File: config.mk
export PLATFORM = sky130hd
export DESIGN_NAME = fpa_div_cell
export DESIGN_NICKNAME = d
export VERILOG_FILES = /design/src/hw/rtl/fpa_pkg.sv /design/src/hw/rtl/fpa_div_cell.sv
export SDC_FILE = /design/constraint.sdc
export NUM_CORES = 1
export LEC_CHECK = 0
export ABC_AREA = 1
export BUFFER_PORTS_ARGS = -buffer_cell sky130_fd_sc_hd__clkbuf_2
export CORE_UTILIZATION = 33
export CTS_CLUSTER_SIZE = 25
export DETAILED_ROUTE_END_ITERATION = 6
export RECOVER_POWER = 25
export SYNTH_ARGS = -nofsm -noshare
export SYNTH_HDL_FRONTEND = slang
export SYNTH_SLANG_ARGS = --single-unit
File: constraint.sdc
create_clock -name i_clk -period 1.9 [get_ports i_clk]
set_clock_uncertainty 0.2 [all_clocks]
set_input_delay 0.19 -clock i_clk [delete_from_list [all_inputs] [get_ports i_clk]]
set_output_delay 0.19 -clock i_clk [all_outputs]
set_load 0.02 [all_outputs]
File: src/hw/rtl/fpa_pkg.sv
// Shared types for the fixed-point ALU: opcodes and the per-item result record.
// No dependencies; used by fpa_div_cell and fixed_point_alu_unit.
`timescale 1ns / 1ps
`default_nettype none
package fpa_pkg;

    localparam int DataW = 32;

    typedef enum logic [3:0] {
        FN_ADD      = 4'd0,
        FN_SUB      = 4'd1,
        FN_MUL      = 4'd2,
        FN_DIV      = 4'd3,
        FN_GT       = 4'd4,
        FN_LT       = 4'd5,
        FN_GE       = 4'd6,
        FN_LE       = 4'd7,
        FN_EQ       = 4'd8,
        FN_NE       = 4'd9,
        FN_MIN      = 4'd10,
        FN_MAX      = 4'd11,
        FN_INC      = 4'd12,
        FN_DEC      = 4'd13,
        FN_FROM_INT = 4'd14,
        FN_TO_INT   = 4'd15
    } t_func;

    typedef struct packed {
        t_func              func;
        logic [DataW-1:0]   result;
        logic               cmp;
        logic               ovf;
        logic               dz;
    } t_info;

endpackage
`default_nettype wire

File: src/hw/rtl/fpa_div_cell.sv
// One restoring-division cell: one quotient bit per cell, carries the item record along.
// Depends on fpa_pkg.
`timescale 1ns / 1ps
`default_nettype none
module fpa_div_cell
    import fpa_pkg::*;
#(
    parameter int DW = 40
) (
    input  wire logic             i_clk,
    input  wire logic             i_rst_n,
    input  wire logic             i_en,
    input  wire logic             i_valid,
    input  wire logic [DataW-1:0] i_rem,
    input  wire logic [DW-1:0]    i_work,
    input  wire logic [DataW-1:0] i_dvs,
    input  wire logic             i_qneg,
    input  wire t_info            i_info,
    output logic                  o_valid,
    output logic [DataW-1:0]      o_rem,
    output logic [DW-1:0]         o_work,
    output logic [DataW-1:0]      o_dvs,
    output logic                  o_qneg,
    output t_info                 o_info
);

    logic [DataW:0]   w_trial;
    logic [DataW:0]   w_diff;
    logic             w_ge;
    logic [DataW-1:0] n_rem;
    logic [DW-1:0]    n_work;

    logic             r_valid;
    logic [DataW-1:0] r_rem;
    logic [DW-1:0]    r_work;
    logic [DataW-1:0] r_dvs;
    logic             r_qneg;
    t_info            r_info;

    always_comb begin
        w_trial = {i_rem, i_work[DW-1]};
        w_diff  = w_trial - {1'b0, i_dvs};
        w_ge    = (w_trial >= {1'b0, i_dvs});
        n_rem   = w_ge ? w_diff[DataW-1:0] : w_trial[DataW-1:0];
        n_work  = {i_work[DW-2:0], w_ge};
    end

    always_ff @(posedge i_clk) begin
        if (!i_rst_n) begin
            r_valid <= 1'b0;
        end else if (i_en) begin
            r_valid <= i_valid;
        end
    end

    always_ff @(posedge i_clk) begin
        if (i_en) begin
            r_rem  <= n_rem;
            r_work <= n_work;
            r_dvs  <= i_dvs;
            r_qneg <= i_qneg;
            r_info <= i_info;
        end
    end

    assign o_valid = r_valid;
    assign o_rem   = r_rem;
    assign o_work  = r_work;
    assign o_dvs   = r_dvs;
    assign o_qneg  = r_qneg;
    assign o_info  = r_info;

endmodule
`default_nettype wire

* Yosys cells after proc, flatten, opt, wreduce, memory -nomap -nowiden *
Index checks and enable logic that the tools add are counted.

cells by class
  $add $sub $neg = 1
  magnitude comparators = 1
  muxes and demuxes = 1

operator list
  kind                                          number
  greater-or-equal comparator 33 x 32 -> 1 bit  1
  2-to-1 mux 32 bit                             1
  subtractor 32 bit                             1

storage, ports and cells
  bits in registers = 145
  input port bits = 148
  output and inout bits = 145
  logic and storage cells = 13

* Longest topological paths before layout *
  depth after elaboration = 2
  mapped depth = 16
  depth with buffers taken out = 14

* Least setup slack after synthesis *
Ideal clock, no wire load.

  kind = in2reg
  start point = input i_work[39]
  end point = register r_rem[16], in the netlist o_rem[16], data pin
  library setup time = 0.252 ns
  stages = 13
  data arrival time = 1.552 ns
  data required time = 1.448 ns
  slack = -0.105 ns
  buffers on the path = 0
  cell sequence = inv_1 > ha_1 > fa_1 > inv_1 > nand3_1 > nand3_1 > nand2_1 > nand3_1 > nand3_1 > nand2_1 > nand2_1 > nand3_2 > nand2_1

between the ends
  word-level cells in the longest chain between the ends = 2
  elaborated cells between the ends (all ways) = 3
  those cells by class = add/sub: 1; order compare: 1; mux: 1

ends and longest elaborated chain
  what                                                                               line                                    RTL
  from (decl)                                                                        fpa_div_cell.sv:15                      input wire logic [DW-1:0] i_work,
  subtractor 32 bit or greater-or-equal comparator 33 x 32 -> 1 bit (tied branches)  fpa_div_cell.sv:42, fpa_div_cell.sv:43
  2-to-1 mux 32 bit (*)                                                              fpa_div_cell.sv:44                      n_rem = w_ge ? w_diff[DataW-1:0] : w_trial[DataW-1:0];
  net n_rem[16]                                                                      fpa_div_cell.sv:30                      logic [DataW-1:0] n_rem;
  to (signal assigned)                                                               fpa_div_cell.sv:58                      r_rem <= n_rem;
  to (decl)                                                                          fpa_div_cell.sv:34                      logic [DataW-1:0] r_rem;

The timed path passes the listed nets; every way through them passes the cells marked *.
A chain may end at the register's enable or synchronous reset.

* Worst setup path after layout *
  start point = input i_dvs[21]
  end point = register r_rem[0], in the netlist o_rem[0], data pin

between the ends
  word-level cells in the longest chain between the ends = 2

ends and longest elaborated chain
  what                                          line                RTL
  from (decl)                                   fpa_div_cell.sv:16  input wire logic [DataW-1:0] i_dvs,
  greater-or-equal comparator 33 x 32 -> 1 bit  fpa_div_cell.sv:43  w_ge = (w_trial >= {1'b0, i_dvs});
  2-to-1 mux 32 bit                             fpa_div_cell.sv:44
  net n_rem[0]                                  fpa_div_cell.sv:30

The timed path passes the listed nets, and every way through them passes these cells.

==> results.md <==
- Outcome: finished, violations left
- Violated checks: capacitance limit, slew limit
- Post-synth top area cell: edfxtp_1
- Min Tclk post-route: 1810 ps
- Area Growth Syn to Fin: 67.1%
- Synthesized Nets: 976
- Vias per inst: 4.42
- Worst skew pair latency: 420 ps
- Cell Area, Placed: 0.0104 mm^2
- Final Cycle Share: 95.1%
- Antenna-violating nets left: 0
- CP endpoint kind: flip-flop
- CP startpoint kind: input pin
- CP Class: in2reg
- Iteration-0 DRC Markers: 376
- Synth top area cells: edfxtp_1 (58%), nand2_1 (14%), inv_1 (7.5%), ha_1 (5.3%), nand3_1 (3.7%)
- Peak VDD IR: 581 uV
- Root Buffer: clkbuf_16
- Post-route cell area: 0.0126 mm^2
- Yosys cell types: 27
- HP Class: in2reg
- Core area: 0.0221 mm^2
- P per Cell Area: 784 mW/mm^2
- Worst Setup EP: o_rem[0]
- Fillers: 1947
- Post-synth top cells: nand2_1 (274), inv_1 (151), edfxtp_1 (144)
- CP required: 1880 ps
- YS warnings: 0
- Synth Cell Area: 0.00752 mm^2
- Largest net degree at the start of global routing: 35
- Max cap viols: 1
- Chip height: 153 um
- Number of synthesized register bits: 145
- Setup violators final: 0
- Number of CTS-inserted buffers: 17
- CTS clk-pin slew, worst paths: 70 ps
- Syn Area/Cell: 9.46 um^2
- Die area: 0.0234 mm^2
- Primary FF master, synth: edfxtp_1
- Max Clock Freq: 553 MHz
- Max Root-Sink Buffers: 2
- DRC Markers: 0
- Vias in the first global route: 7233
- Seq/Total Area, Yosys: 57.8%
- Global-route wire length before repair: 39600 um
- Layout cells sized above 1: 38.2%
- FF-to-FF setup slack: 440 ps
- # rows: 54
- RR Endpoint: o_valid
- Port Buf Inserts: 292
- I/O Pins: 293
- Drt pass-1 iters: 7
- Cells on worst reg2reg path: 3
- Worst-path maximum fanout: 6
- Routability cong.: 0.891
- Initial antenna violation count: 0
- Max-slew violations: 18
- Layout Nets: 1531
- Cell mode on critical path: inv_1
- Final hold violations: 0
- CP arrival: 1780 ps
- WL final: 25800 um
- Starting Density: 34.0%
- N_diodes: 0
- Yosys top cell area share: 57.5%
- Asr flop ratio synth: 0%
- Routed WL per cell: 15.7 um
- Total gr overflow: 0
- Rel. slew slack: -0.0347%
- Worst slew pin tran: 1500 ps
- Post-DP HPWL: 18500 um
- Pleak: 6.23 nW
- Chip width: 153 um
- Hold_ws: 9.78 ps
- Pwr Total: 9.85 mW
- CTS tree: built
- Reg2Reg Launch Point: o_valid
- Post-synth EDFFs: 144
- Clock sinks: 145
- DR vias: 7263
- Slowest cell on crit path: ha_2
- CP startpoint: i_dvs[21]
- Most frequent cell after synthesis: nand2_1
- Post-synthesis cell count: 795
- CP Cell Sequence: clkbuf_2 -> inv_1 -> ha_2 -> nand2_1 -> nor2_1 -> inv_1 -> nor3_2 -> nand2_4 -> nand2_8 -> buf_4 -> o21ai_0
- Slowest Stage Delay on Critical Path: 370 ps
- H-tree depth: 4
- Gr usage total: 22.2%
[registers in the layout, indices dropped and copies added, names as in the netlist]
signal / count
o_info: 39
o_dvs: 32
o_rem: 32
o_qneg: 1
o_work: 40
o_valid: 1
[per-layer routing]
metal	share of wire (%)	track usage, %	vias to the layer above
li1	-	-	3671
met5	0	0	-
met3	4.9	4.11	36
met1	42	26.4	3319
met2	50	40.6	237
met4	2.5	6.78	0
[report_power, final]
part           switching [mW]  internal, mW  leakage, nW  total, mW
registers              0.0981          3.88         1.42       3.98
clock network            1.53          1.73        0.272       3.26
logic                    1.46          1.14         4.54       2.60
total                    3.09          6.76         6.23       9.85
[timing repair]
item	in CTS	in global routing
endpoints found under the setup margin	0	32
endpoints found under the hold margin	168	0
hold buffers	141	0
setup buffers	0	1
gates resized for setup	0	46
[worst min-delay path by stage]
stage	end	slack, ps	startpoint	depth (start not counted)
final	o_rem[16]	10	i_rem[15]	4
after global routing	o_rem[16]	30	i_rem[15]	4
after CTS	o_rem[3]	1	i_rem[2]	4
after detailed placement	o_work[25]	170	i_work[24]	1
after global placement	o_work[13]	170	i_work[12]	1
after floorplan	o_valid	80	i_en	1
[cell families after synthesis]
group,synth area share [%]
compound gates,1.86
buf+inv,8.69
fa+ha+maj,5.59
simple gates,24.4
flops,57.8
xor+xnor,1.63
[cell type report]
type | count | area (um^2) | share of cell area [%]
Inverter | 151 | 579 | 4.61
Clock inverter | 15 | 139 | 1.11
Sequential cell | 145 | 4340 | 34.6
Clock buffer | 17 | 425 | 3.39
Multi-Input combinational cell | 489 | 2940 | 23.4
Tap cell | 280 | 350 | 2.79
Timing Repair Buffer | 546 | 3780 | 30.1
[placed cells by master (no fill, tap or decap), drive strengths merged]
cell,n
clkinvlp,2
clkinv,4
and2,8
xor2,13
nor2,38
dfxtp,1
nor3,9
fa,1
buf,109
inv,160
edfxtp,144
ha,32
nand4,3
nand3,67
xnor2,1
nand3b,11
dlygate4sd3,140
nand2,279
o21ai,3
a21o,2
clkbuf,314
a21oi,22
[per-stage QoR]
stage / instances / setup TNS, ps / utilization, % / setup slack, ps
6_report: 1643 / 0 / 56.9 / 92.4
5_1_grt: 1643 / -9.22 / 56.9 / -9.22
4_1_cts: 1641 / 0 / 55.9 / 24.7
3_5_place_dp: 1468 / -13170 / 46.9 / -428
3_3_place_gp: 1468 / -12720 / 46.9 / -398
2_1_floorplan: 795 / -35.3 / - / -3.44
[critical path, delay by kind of cell]
| family | cells | cell delay, ps |
|---|---|---|
| AOI/OAI and AO/OA | 1 | 70 |
| buffers and inverters | 4 | 360 |
| and+or+nand+nor | 5 | 790 |
| adders and majority gates | 1 | 370 |
Note: power is estimated with default switching activity, not from simulation.
